--- src/hw/rtl/smrt_pkg.sv ---
// Shared types and constants for the simplex minimum ratio test block.
// Used by every module under hw/rtl; depends on nothing.
`default_nettype none

package smrt_pkg;

   localparam int DATA_W    = 32;
   localparam int IDX_W     = 10;
   localparam int THR_W     = 31;
   localparam int PROD_W    = 2 * DATA_W;
   localparam int CSR_IDX_W = 2;

   localparam logic [CSR_IDX_W-1:0] CSR_DIR_THRESHOLD = 2'd0;
   localparam logic [CSR_IDX_W-1:0] CSR_MU            = 2'd1;
   localparam logic [CSR_IDX_W-1:0] CSR_USE_PARTNER   = 2'd2;

   localparam int QUEUE_DEPTH = 2;
   localparam int QPTR_W      = 1;
   localparam int QCNT_W      = 2;

   typedef struct packed {
      logic signed [DATA_W-1:0] direction;
      logic [IDX_W-1:0]         var_index;
      logic signed [DATA_W-1:0] var_value;
      logic signed [DATA_W-1:0] partner_value;
      logic                     last_entry;
   } req_type;

   typedef struct packed {
      logic             found;
      logic [IDX_W-1:0] best_index;
   } rsp_type;

   typedef struct packed {
      logic [THR_W-1:0]         dir_threshold;
      logic signed [DATA_W-1:0] mu;
      logic                     use_partner;
   } cfg_type;

   typedef struct packed {
      logic                     counted;
      logic                     last_entry;
      logic signed [DATA_W-1:0] numerator;
      logic signed [DATA_W-1:0] direction;
      logic [IDX_W-1:0]         var_index;
   } entry_type;

endpackage

`default_nettype wire

--- src/hw/rtl/smrt_fifo.sv ---
// Short queue of classified entries between front and back end.
// Depends on smrt_pkg.
`default_nettype none

module smrt_fifo (
   input  wire logic                 clock,
   input  wire logic                 reset,
   input  wire logic                 push_valid,
   output logic                      push_ready,
   input  wire smrt_pkg::entry_type  push_data,
   input  wire logic                 pop,
   output logic                      empty,
   output smrt_pkg::entry_type       head
);

   smrt_pkg::entry_type               entries_ff [smrt_pkg::QUEUE_DEPTH];
   logic [smrt_pkg::QPTR_W-1:0]       wr_ptr_ff, wr_ptr_in;
   logic [smrt_pkg::QPTR_W-1:0]       rd_ptr_ff, rd_ptr_in;
   logic [smrt_pkg::QCNT_W-1:0]       count_ff, count_in;
   logic                              push;

   assign push_ready = count_ff < smrt_pkg::QCNT_W'(smrt_pkg::QUEUE_DEPTH);
   assign empty      = count_ff == '0;
   assign head       = entries_ff[rd_ptr_ff];
   assign push       = push_valid && push_ready;

   always_comb begin
      wr_ptr_in = push ? wr_ptr_ff + 1'b1 : wr_ptr_ff;
      rd_ptr_in = pop ? rd_ptr_ff + 1'b1 : rd_ptr_ff;
      count_in  = count_ff;
      if (push && !pop) begin
         count_in = count_ff + 1'b1;
      end else if (pop && !push) begin
         count_in = count_ff - 1'b1;
      end
   end

   always_ff @(posedge clock) begin
      if (reset) begin
         wr_ptr_ff <= '0;
         rd_ptr_ff <= '0;
         count_ff  <= '0;
      end else begin
         wr_ptr_ff <= wr_ptr_in;
         rd_ptr_ff <= rd_ptr_in;
         count_ff  <= count_in;
      end
   end

   always_ff @(posedge clock) begin
      if (push) begin
         entries_ff[wr_ptr_ff] <= push_data;
      end
   end

endmodule

`default_nettype wire

--- config.mk ---
export PLATFORM = sky130hd
export DESIGN_NAME = smrt_fifo
export DESIGN_NICKNAME = d
export VERILOG_FILES = /design/src/hw/rtl/smrt_pkg.sv /design/src/hw/rtl/smrt_fifo.sv
export SDC_FILE = /design/constraint.sdc
export NUM_CORES = 1
export LEC_CHECK = 0
export BUFFER_PORTS_ARGS = -buffer_cell sky130_fd_sc_hd__buf_2
export CORE_MARGIN = 2
export CORE_UTILIZATION = 45
export CTS_CLUSTER_SIZE = 25
export DETAILED_ROUTE_END_ITERATION = 16
export PLACE_DENSITY = 0.78
export SYNTH_ARGS = -nofsm -noshare
export SYNTH_HDL_FRONTEND = slang
export SYNTH_SLANG_ARGS = --single-unit
--- constraint.sdc ---
create_clock -name clock -period 5.4 [get_ports clock]
set_input_delay 0.54 -clock clock [delete_from_list [all_inputs] [get_ports clock]]
set_output_delay 0.54 -clock clock [all_outputs]
set_load 0.02 [all_outputs]
* Word level (Yosys, flattened, before mapping)
Memories as Yosys holds them, arrays and structs flattened. A register that Yosys moved wholly into a read port is not among the register bits.
Index checks and enable logic that the tools add are counted.
** Word-level totals
- Register bits after elaboration :: 4
- Bits in writable memories :: 152
- Bits of input ports :: 80
- Output and inout port bits :: 78
- Word-level logic and storage cells :: 22
- Memories kept :: 1
** Cells by class
- Add/sub/neg operators :: 4
- $lt $le $gt $ge :: 1
- Multiplexer cells :: 6
- Reduce and logical (&&, ||, !) cells :: 7
** Memories
- entries_ff :: depth 2, bits a word 76, rd ports 1, clocked after Yosys merged registers in 1, write ports 1, RTL line smrt_fifo.sv:16 : smrt_pkg::entry_type entries_ff [smrt_pkg::QUEUE_DEPTH];
** Operators with widths (count)
- $mux W1 :: 4
- $mux W2 :: 2
- $logic_and A1 B1 Y1 :: 3
- $add A1 B1 Y1 const B :: 2
- $add A2 B1 Y2 const B :: 1
- $logic_not A1 Y1 :: 2
- $logic_not A2 Y1 :: 1
- $lt A2 B2 Y1 const B :: 1
- $reduce_bool A2 Y1 :: 1
- $sub A2 B1 Y2 const B :: 1

* Longest topological paths before layout
- Depth after elaboration :: 6
- Mapped depth :: 5
- Mapped depth without buffers :: 5

* Worst setup path before layout
OpenSTA, ideal clock, no wires.
- Kind :: input -> register
- Start :: input push_valid
- End :: memory entries_ff[0][0] (netlist name), enable pin
- Library setup time :: 0.520 ns
- Arrival :: 4.180 ns
- Required time :: 4.880 ns
- Slack :: 0.700 ns
- Cell stages on the path :: 2
- Buffers on the path :: 0
- Cell sequence :: nor2b_1 nor2b_1
** On the way
- Longest elaborated chain between the ends :: 3
** Ends and longest elaborated chain
- from (decl) :: RTL line smrt_fifo.sv:8 : input wire logic push_valid,
- $logic_and A1 B1 Y1 :: RTL line smrt_fifo.sv:25 : assign push = push_valid && push_ready;
- $mux W1 :: RTL line smrt_fifo.sv:51 : if (push) begin
- $mux W1 (not written as such) :: RTL line smrt_fifo.sv:52 : entries_ff[wr_ptr_ff] <= push_data;
- to (decl) :: RTL line smrt_fifo.sv:16
No other way between the ends.

==> impl_metrics.tcl <==
set metrics [dict create \
    status "finished, final reports clean" \
    setup_viol 0 \
    slowest_delay_ns 0.85 \
    fin_area_um2 7370 \
    drt-pass1-iter-count 4 \
    start_util_pct 46.1 \
    wl_per_cell_um 16.2 \
    synth-compound-area-share_pct 0.171 \
    rsz0062_at_grt "no" \
    avgSynthCellArea_um2 22.6 \
    clockBufferDepth 2 \
    die_x_um 118 \
    final-max-slew-violation-count 0 \
    yosys_warnings 0 \
    portBuffers 157 \
    placementRows 41 \
    crit_chain "buf_4 -> mux2_2 -> buf_2" \
    wirelength_mm 9.94 \
    yosys.area_share.simple_pct 0.749 \
    syn2layout_area_growth_pct 26.0 \
    htree_levels 4 \
    grt_pass1_vias 3193 \
    min-delay-start "push_data[67]" \
    cts_sinks 157 \
    drive_gt1_share_pct 60.2 \
    syn_nets 340 \
    fin_util_pct 58.1 \
    detail_route.vias_per_cell 4.78 \
    finalCriticalPeriod_ns 2.92 \
    path_class "reg -> out" \
    clk_latency_ns 0.42 \
    synth_top_family_by_area "multiplexers" \
    path_buf_inv 2 \
    worstHoldEndpoint "entries_ff[0][67]" \
    fin_worst_skew_ns 0.00748 \
    endpoint_kind "output pin" \
    startpoint_type "flip-flop" \
    antenna_found_initial 0 \
    synth_cell_types 17 \
    cts_setup_buffers 0 \
    rr_worst_depth 3 \
    root_buffer "clkbuf_16" \
    crit_arrival_ns 2.38 \
    hold_depth 1 \
    holdWs_ns 0.307 \
    relSlewSlack_pct 30.6 \
    drc 0 \
    cts_made_buffers 17 \
    cap_viol_max_count 0 \
    ys_seq_area_share_pct 79.8 \
    core_area_um2 12700 \
    hold_viol_final 0 \
    cp_top_family "flip-flops" \
    hold_class "in -> reg" \
    globalRouteTotalUtil_pct 14.7 \
    nNetsFinal 510 \
    worst-path-max-fanout 50 \
    synthXorXnorAreaFrac_pct 0.599 \
    ant_nets 0 \
    fin_tns_setup_ns 0 \
    finalCritPeriodShare_pct 54.1 \
    synthMuxAreaShare_pct 17.2 \
    power.total_mw 3.19 \
    critPathSlowestCell "dfxtp_4" \
    gp_congestion 0.743 \
    fmax_mhz 342 \
    p_leak_nw 2.85 \
    clk_pin_slew_ns 0.06 \
    place_hpwl_mm 6.34 \
    overflow 0 \
    worst_slew_pin_slew_ns 1.04 \
    synthCells 259 \
    power_density_nw_per_um2 433 \
    r2r_end "entries_ff[0][61]" \
    grt_max_degree 77 \
    grt_pass1_wl_mm 15.6 \
    cts_tree "yes" \
    cts.hold.buffers_added 0 \
    drt_iter0_markers 164 \
    peakVddDrop_uv 233 \
    diodes 0 \
    ys_ff_latch 157 \
    cp.required_ns 4.86 \
    synth.cell_area_um2 5850 \
    postCtsResizedCells 0 \
    placed_cell_area_um2 6810 \
    vias 2936 \
    r2r-start "count_ff[1]" \
    die_area_um2 13900 \
    die_h_um 118 \
    reg2reg_slack_ns 2.89 \
    ios 158 \
    synth_fa_ha_area_share_pct 0.214 \
]
==> layout make-up <==
cell class / count / area [um2]
flip-flops and latches: 157 / 4670
inverters: 2 / 7.51
clock buffers: 19 / 433
well taps: 172 / 215
repair buffers: 159 / 801
multi-input cells: 92 / 1120
fillers: 964 / 5300
clock inverters: 13 / 125
==> through the flow <==
stage               std cells  setup slack (ns)
CTS                       614              2.41
floorplan                 259             0.700
global placement          582              2.63
global route              614              2.33
finish                    614              2.48
detailed placement        582              2.56
==> how the worst max path moves through the flow <==
stage	startpoint	end	slack (ns)	cells past startpoint
after floorplan	push_valid	entries_ff[0][0]	0.70	2
after global placement	push_valid	entries_ff[0][67]	2.63	4
after detailed placement	push_valid	entries_ff[0][60]	2.56	4
after CTS	flip-flop	head[49]	2.41	3
after global routing	flip-flop	head[57]	2.33	3
final	flip-flop	head[49]	2.48	3
==> cells by family after synthesis <==
kind of cell	after synthesis
buffers and inverters	10
AND/OR/NAND/NOR	9
multiplexers	76
XOR/XNOR	4
adder cells (fa/ha/maj)	1
flip-flops	157
AO/OA/AOI/OAI	2
==> layer usage <==
metal  GRT usage (%)  up-vias  part of all wire, %
met5               0        -                    0
met4            7.00        0                  1.9
met3            5.77       16                  7.2
met2            25.3      120                   52
met1            16.0     1436                   39
li1                -     1364                    -
==> synth_stat cells, drive strengths merged <==
library cell,number,area [um2]
buf,8,67.6
and2,1,6.26
or3,1,6.26
dfxtp,5,100
edfxtp,152,4560
nor2,5,18.8
inv,2,7.51
ha,1,12.5
mux2,76,1010
xor2,2,17.5
nor2b,2,12.5
a21oi,1,5.00
o21ai,1,5.00
xnor2,2,17.5
==> cells in the final DEF (no fill, tap or decap) <==
master / count
nor2_1: 5
inv_1: 2
xor2_1: 2
bufinv_16: 2
clkinvlp_4: 2
clkinv_2: 5
nor2b_1: 1
ha_1: 1
mux2_2: 36
xnor2_1: 2
clkbuf_1: 2
dfxtp_4: 1
edfxtp_1: 152
mux2_4: 40
buf_2: 157
a21oi_1: 1
buf_4: 2
clkinv_1: 2
and2_4: 1
dfxtp_1: 4
nor2b_4: 1
o21ai_0: 1
or3_1: 1
clkbuf_16: 17
clkinv_4: 2
==> sequential cells by signal, indices dropped and copies added (netlist names), named ones only <==
register and count:
count_ff 2, rd_ptr_ff 1, entries_ff 152, wr_ptr_ff 1
==> power by group <==
| group | switching, mW | internal (mW) |
|---|---|---|
| clock network | 0.442 | 0.673 |
| logic | 0.304 | 0.214 |
| registers | 0.0513 | 1.51 |
==> worst register-to-register path, stage by stage (launching register included) <==
cell	delay [ns]
dfxtp_1	0.35
nor2b_1	0.28
nor2b_4	0.80
buf_4	0.68
(Power assumes the default switching activity.)
