**src/hw/rtl/smrt_pkg.sv**
```systemverilog
// Shared types and constants for the simplex minimum ratio test block.
// Used by every module under hw/rtl; depends on nothing.
`default_nettype none

package smrt_pkg;

   localparam int DATA_W    = 32;
   localparam int IDX_W     = 10;
   localparam int THR_W     = 31;
   localparam int PROD_W    = 2 * DATA_W;
   localparam int CSR_IDX_W = 2;

   localparam logic [CSR_IDX_W-1:0] CSR_DIR_THRESHOLD = 2'd0;
   localparam logic [CSR_IDX_W-1:0] CSR_MU            = 2'd1;
   localparam logic [CSR_IDX_W-1:0] CSR_USE_PARTNER   = 2'd2;

   localparam int QUEUE_DEPTH = 2;
   localparam int QPTR_W      = 1;
   localparam int QCNT_W      = 2;

   typedef struct packed {
      logic signed [DATA_W-1:0] direction;
      logic [IDX_W-1:0]         var_index;
      logic signed [DATA_W-1:0] var_value;
      logic signed [DATA_W-1:0] partner_value;
      logic                     last_entry;
   } req_type;

   typedef struct packed {
      logic             found;
      logic [IDX_W-1:0] best_index;
   } rsp_type;

   typedef struct packed {
      logic [THR_W-1:0]         dir_threshold;
      logic signed [DATA_W-1:0] mu;
      logic                     use_partner;
   } cfg_type;

   typedef struct packed {
      logic                     counted;
      logic                     last_entry;
      logic signed [DATA_W-1:0] numerator;
      logic signed [DATA_W-1:0] direction;
      logic [IDX_W-1:0]         var_index;
   } entry_type;

endpackage

`default_nettype wire

```
**src/hw/rtl/smrt_front.sv**
```systemverilog
// Front end: accepts requests, checks threshold and index range, forms the
// saturated numerator. Depends on smrt_pkg.
`default_nettype none

module smrt_front #(
   parameter int NUM_VARS = 1024
) (
   input  wire logic                 clock,
   input  wire logic                 reset,
   input  wire smrt_pkg::cfg_type    cfg,
   input  wire logic                 req_valid,
   output logic                      req_ready,
   input  wire smrt_pkg::req_type    req_data,
   output logic                      push_valid,
   input  wire logic                 push_ready,
   output smrt_pkg::entry_type       push_data
);

   logic                                   s1_valid_ff, s1_valid_in;
   logic signed [smrt_pkg::DATA_W-1:0]     s1_dir_ff, s1_dir_in;
   logic [smrt_pkg::IDX_W-1:0]             s1_idx_ff, s1_idx_in;
   logic signed [smrt_pkg::DATA_W-1:0]     s1_val_ff, s1_val_in;
   logic signed [smrt_pkg::PROD_W-1:0]     s1_prod_ff, s1_prod_in;
   logic                                   s1_counted_ff, s1_counted_in;
   logic                                   s1_last_ff, s1_last_in;

   logic                                   accept;
   logic                                   dir_ok;
   logic                                   idx_ok;
   logic signed [smrt_pkg::PROD_W-1:0]     product;
   logic signed [48:0]                     sum;
   logic signed [smrt_pkg::DATA_W-1:0]     numerator;

   assign req_ready = !s1_valid_ff || push_ready;
   assign accept    = req_valid && req_ready;

   assign dir_ok  = $signed(req_data.direction) > $signed({1'b0, cfg.dir_threshold});
   assign idx_ok  = 32'(req_data.var_index) < NUM_VARS;
   assign product = $signed(cfg.mu) * $signed(req_data.partner_value);

   always_comb begin
      s1_dir_in     = req_data.direction;
      s1_idx_in     = req_data.var_index;
      s1_val_in     = req_data.var_value;
      s1_prod_in    = cfg.use_partner ? product : '0;
      s1_counted_in = dir_ok && idx_ok;
      s1_last_in    = req_data.last_entry;
      if (accept) begin
         s1_valid_in = 1'b1;
      end else if (push_ready) begin
         s1_valid_in = 1'b0;
      end else begin
         s1_valid_in = s1_valid_ff;
      end
   end

   always_ff @(posedge clock) begin
      if (reset) begin
         s1_valid_ff <= 1'b0;
      end else begin
         s1_valid_ff <= s1_valid_in;
      end
   end

   always_ff @(posedge clock) begin
      if (accept) begin
         s1_dir_ff     <= s1_dir_in;
         s1_idx_ff     <= s1_idx_in;
         s1_val_ff     <= s1_val_in;
         s1_prod_ff    <= s1_prod_in;
         s1_counted_ff <= s1_counted_in;
         s1_last_ff    <= s1_last_in;
      end
   end

   // floor of product / 2^16, then saturate the sum to 32 bits
   assign sum = 49'(s1_val_ff) + 49'(s1_prod_ff >>> 16);

   always_comb begin
      if ((&sum[48:31]) || !(|sum[48:31])) begin
         numerator = sum[31:0];
      end else if (sum[48]) begin
         numerator = 32'sh8000_0000;
      end else begin
         numerator = 32'sh7fff_ffff;
      end
   end

   always_comb begin
      push_valid           = s1_valid_ff;
      push_data.counted    = s1_counted_ff;
      push_data.last_entry = s1_last_ff;
      push_data.numerator  = numerator;
      push_data.direction  = s1_dir_ff;
      push_data.var_index  = s1_idx_ff;
   end

endmodule

`default_nettype wire

```
**config.mk**
```make
export PLATFORM = sky130hd
export DESIGN_NAME = smrt_front
export DESIGN_NICKNAME = d
export VERILOG_FILES = /design/src/hw/rtl/smrt_pkg.sv /design/src/hw/rtl/smrt_front.sv
export SDC_FILE = /design/constraint.sdc
export NUM_CORES = 2
export LEC_CHECK = 0
export BUFFER_PORTS_ARGS = -buffer_cell sky130_fd_sc_hd__buf_2
export CORE_MARGIN = 10
export CORE_UTILIZATION = 35
export DETAILED_ROUTE_END_ITERATION = 6
export SYNTH_ARGS = -nofsm -noshare
export SYNTH_HDL_FRONTEND = slang
export SYNTH_SLANG_ARGS = --single-unit
```
**constraint.sdc**
```tcl
create_clock -name clock -period 10.1 [get_ports clock]
set_clock_uncertainty 0.15 [all_clocks]
set_input_delay 1.01 -clock clock [delete_from_list [all_inputs] [get_ports clock]]
set_output_delay 1.01 -clock clock [all_outputs]
set_load 0.05 [all_outputs]
```
# --- Word-level counts from Yosys, hierarchy flattened ---
# Cells that the tools add are included.
op_classes:
  addsub: 1
  multipliers: 1
  order_cmp: 1
  muxes: 4
  reduce_logical: 8
op_table:
  columns: ["operator", "count"]
  rows:
  - ["multiplier 32 x 32 -> 64 bit", 1]
  - ["2-to-1 mux 32 bit", 2]
  - ["adder 32 x 48 -> 49 bit", 1]
  - ["greater-than comparator 32 bit", 1]
  - ["AND reduction 18 bit", 1]
  - ["OR reduction 18 bit", 1]
  - ["zero test 1 bit", 2]
  - ["logical OR 1 bit", 2]
  - ["2-to-1 mux 1 bit", 2]
  - ["nonzero test 2 bit", 1]
  - ["logical AND 1 bit", 1]
word_totals:
  register_bits: 141
  in_bits: 175
  output_inout_bits: 78

# --- Logic depth before layout (Yosys ltp) ---
depth:
  ltp_word: 5
  depth_mapped: 28
  ltp_nobuf: 27

# --- Worst setup path after synthesis ---
# OpenSTA, ideal clock, no wires.
synth_timing:
  path_kind: "input -> register"
  from: "input port req_data[3] in the netlist's numbering"
  to: "register s1_prod_ff[63] in the netlist's numbering, data pin"
  arrival_time_ns: 8.229
  t_required_ns: 9.695
  path_slack_ns: 1.466
  cell_stages: 24
  n_path_buf: 2
  cell_sequence: "clkbuf_1 -> nand2_1 -> inv_1 -> fa_1 -> fa_1 -> fa_1 -> fa_1 -> inv_1 -> fa_1 -> fa_1 -> fa_1 -> fa_1 -> inv_1 -> ha_1 -> clkbuf_1 -> a21o_1 -> a21o_1 -> a21oi_1 -> o221a_2 -> o21ai_0 -> or4_1 -> o21ai_0 -> xnor2_1 -> and2_1"
synth_between:
  elab_chain_len: 1
synth_lines:
  columns: ["item", "line_no", "source"]
  rows:
  - ["from (decl)", "smrt_front.sv:13", "input wire smrt_pkg::req_type req_data,"]
  - ["multiplier 32 x 32 -> 64 bit", "smrt_front.sv:39", "assign product = $signed(cfg.mu) * $signed(req_data.partner_value);"]
  - ["to (signal assigned)", "smrt_front.sv:70", "s1_prod_ff <= s1_prod_in;"]
  - ["to (decl)", "smrt_front.sv:23", "logic signed [smrt_pkg::PROD_W-1:0] s1_prod_ff, s1_prod_in;"]
# Every way passes these cells.
# A chain may end at the register's enable or synchronous reset.

# --- Final worst setup path ---
layout_timing:
  from: "input port cfg[10] in the netlist's numbering"
  to: "register s1_prod_ff[60] in the netlist's numbering, data pin"
layout_between:
  elab_chain_len: 1
layout_lines:
  columns: ["item", "line_no", "source"]
  rows:
  - ["from (decl)", "smrt_front.sv:10", "input wire smrt_pkg::cfg_type cfg,"]
  - ["multiplier 32 x 32 -> 64 bit", "smrt_front.sv:39", null]
# Every way passes these cells.

==> results.py <==
metrics = {
    "floorplanning": {
        "core_um2": 124000,
        "fp.dieW_um": 373,
        "initial_core_util": 0.353,
        "die_area_um2": 139000,
        "die_height_um": 373,
        "ios": 253,
        "num_rows": 129,
    },
    "flow_run": {
        "cap_violations": 0,
    },
    "sta": {
        "drv_slew": 0,
        "worstMarginPinSlew_ps": 989,
        "rsz0062_at_grt": "false",
        "hold_viol": 0,
        "period_needed_ps": 9000,
        "finalSetupTns_ps": 0,
        "period_share": 0.891,
        "fmax_mhz": 111,
        "max_slew_margin": 0.340,
        "setup_viol": 0,
    },
    "clock_network": {
        "numCtsBuffers": 17,
        "cts_sinks": 125,
        "clock_latency_ps": 440,
        "root_buffer": "clkbuf_16",
        "clk_pin_slew_ps": 70,
        "htreeDepth": 4,
        "cts.path.max_buffers": 2,
        "ctsResizeCount": 0,
        "cts_tree": "yes",
        "cts_setup_buffers": 0,
        "cts_hold_buffers": 0,
    },
    "setup_path": {
        "required_ps": 10230,
        "end_kind": "register",
        "arrival_ps": 9130,
        "cp_slowest_cell": "a2111oi_0",
        "crit_family": "adder cells",
        "slowest_delay_ps": 620,
        "crit_buf_inv": 5,
        "cpMostUsedCell": "fa_1",
        "critical_path_class": "in2reg",
        "crit_path_start_kind": "primary input",
        "worstPathMaxFanout": 24,
    },
    "logic_synthesis": {
        "ys_warn_count": 0,
        "ys_seq_elements": 125,
        "synth_top_family_by_area": "adder cells",
        "netlist-cell-type-count": 71,
        "synthMuxAreaShare": 0.00163,
        "synth-xor-area-share": 0.0183,
        "synth_adder_area_share": 0.570,
        "synth_top_area_share": 0.496,
        "syn-instance-count": 4574,
        "synth_nets": 6090,
        "yosys.area.top_type": "fa_1",
        "ys.flop_type": "edfxtp_1",
        "synth-edff-count": 124,
        "syn_area_per_cell_um2": 9.55,
        "async_reset_ff_frac": 0,
        "yosysSeqAreaShare": 0.0857,
        "netlist_area_um2": 43700,
        "yosys.area_share.simple": 0.157,
        "netlist_top_cells_area": "fa_1, inv_1, edfxtp_1",
        "synth-compound-area-share": 0.0600,
    },
    "route": {
        "wirelength_mm": 129,
        "drc": 0,
        "ant_nets": 0,
        "viasPerCell": 4.96,
        "vias": 31300,
        "routedWlPerCell_um": 20.3,
        "first_pass_iters": 5,
        "drtIter0Drc": 1968,
    },
    "global_route": {
        "gr-total-overflow": 0,
        "grt_pass1_vias": 33600,
        "grt_max_degree": 76,
        "antenna_found_initial": 11,
        "grt_use_total": 0.185,
        "grt_pass1_wl_mm": 201,
    },
    "placement": {
        "portBuffers": 252,
        "dp_hpwl_mm": 107,
        "gp_congestion": 0.907,
    },
    "cells_and_area": {
        "drive_gt1_frac": 0.0779,
        "nets": 6188,
        "syn_to_final_growth_pct": 8.01,
    },
    "min_path": {
        "hp-class": "reg2reg",
    },
    "run_status": {
        "status": "completed",
    },
}
## worst reg2reg max path, delay by kind of cell, from the launching register on
kind	cells	cell delay (ps)
flops	1	310
simple gates	2	700
buf+inv	1	870
## area by class of cell
type,instances,area [um2]
fill,12500,76600
multi-input combinational,3209,35200
inverter,1006,3780
sequential,125,3740
tap,1637,2050
timing repair buffer,313,1740
clock buffer,17,425
clock inverter,15,176
antenna,3,7.51
## per-layer routing
metal,routed length [um],global-route usage
met5,184,0.00617
met4,2550,0.0382
met3,11600,0.0511
met2,58400,0.291
met1,55800,0.252
## synthesized netlist by cell type (all sizes together) (18+ instances only)
cell type	n
o21a	26
fa	1082
a31oi	18
clkbuf	222
a21o	59
o21ai	95
nor3	26
nand2	551
edfxtp	124
nand4	28
nor2	114
a21oi	120
nand2b	26
and2	519
inv	1005
xnor2	56
xor2	35
ha	259
nand3	25
## kinds of logic after synthesis
family	count (synthesis)
flip-flops	125
buffers and inverters	1240
AO/OA/AOI/OAI	409
AND/OR/NAND/NOR	1361
multiplexers	7
XOR/XNOR	91
adder cells (fa/ha/maj)	1341
## per-stage QoR
stage | std cells | hold slack [ps] | setup slack (ps) | util | area [um2]
floorplan | 4574 | 929 | 1470 | - | 43700
global placement | 6290 | 351 | 728 | 0.376 | 46500
detailed placement | 6290 | 366 | 644 | 0.376 | 46500
CTS | 6322 | 377 | 1130 | 0.381 | 47200
global route | 6324 | 410 | 721 | 0.381 | 47200
finish | 6325 | 378 | 1100 | 0.381 | 47200
## cell usage in the layout, fill, tap and decap left out, types with 8 or more instances in the layout
cell / synthesis / routed
nand3_1: 25 / 25
fa_1: 1082 / 1082
or4_1: 8 / 8
edfxtp_1: 124 / 124
ha_1: 259 / 259
xor2_1: 35 / 35
nand2b_1: 26 / 26
a21o_1: 59 / 59
a31oi_1: 18 / 18
nor2b_1: 17 / 17
o211ai_1: 10 / 10
and3_1: 12 / 12
o31ai_1: 8 / 8
nor3_1: 26 / 26
nand4_1: 28 / 28
o21ai_1: 29 / 29
o21bai_1: 15 / 14
and4_1: 10 / 10
buf_4: 3 / 59
and2_1: 519 / 518
o21a_1: 26 / 26
buf_2: 7 / 252
clkbuf_16: 0 / 17
nand2_1: 551 / 551
xnor2_1: 56 / 56
nor2_1: 114 / 114
a21oi_1: 120 / 120
a211oi_1: 9 / 9
o21ai_0: 66 / 66
inv_1: 1005 / 1005
## registers in the layout, indices dropped and copies added, names as in the netlist
register	cells
push_valid	1
s1_counted_ff	1
s1_dir_ff	32
s1_idx_ff	10
s1_last_ff	1
s1_prod_ff	48
s1_val_ff	32
## final timing paths
kind         startpoint             end  slack, ps  depth (start not counted)
min reg2reg  push_valid      push_valid        380                          2
max             cfg[10]  s1_prod_ff[60]       1100                         26
min          push_valid      push_valid        380                          2
max reg2reg  push_valid   s1_val_ff[28]       7630                          3
Power is left out: the tool's default activity adds up to more than one toggle a clock period on the data nets, which glitch-free logic cannot reach.
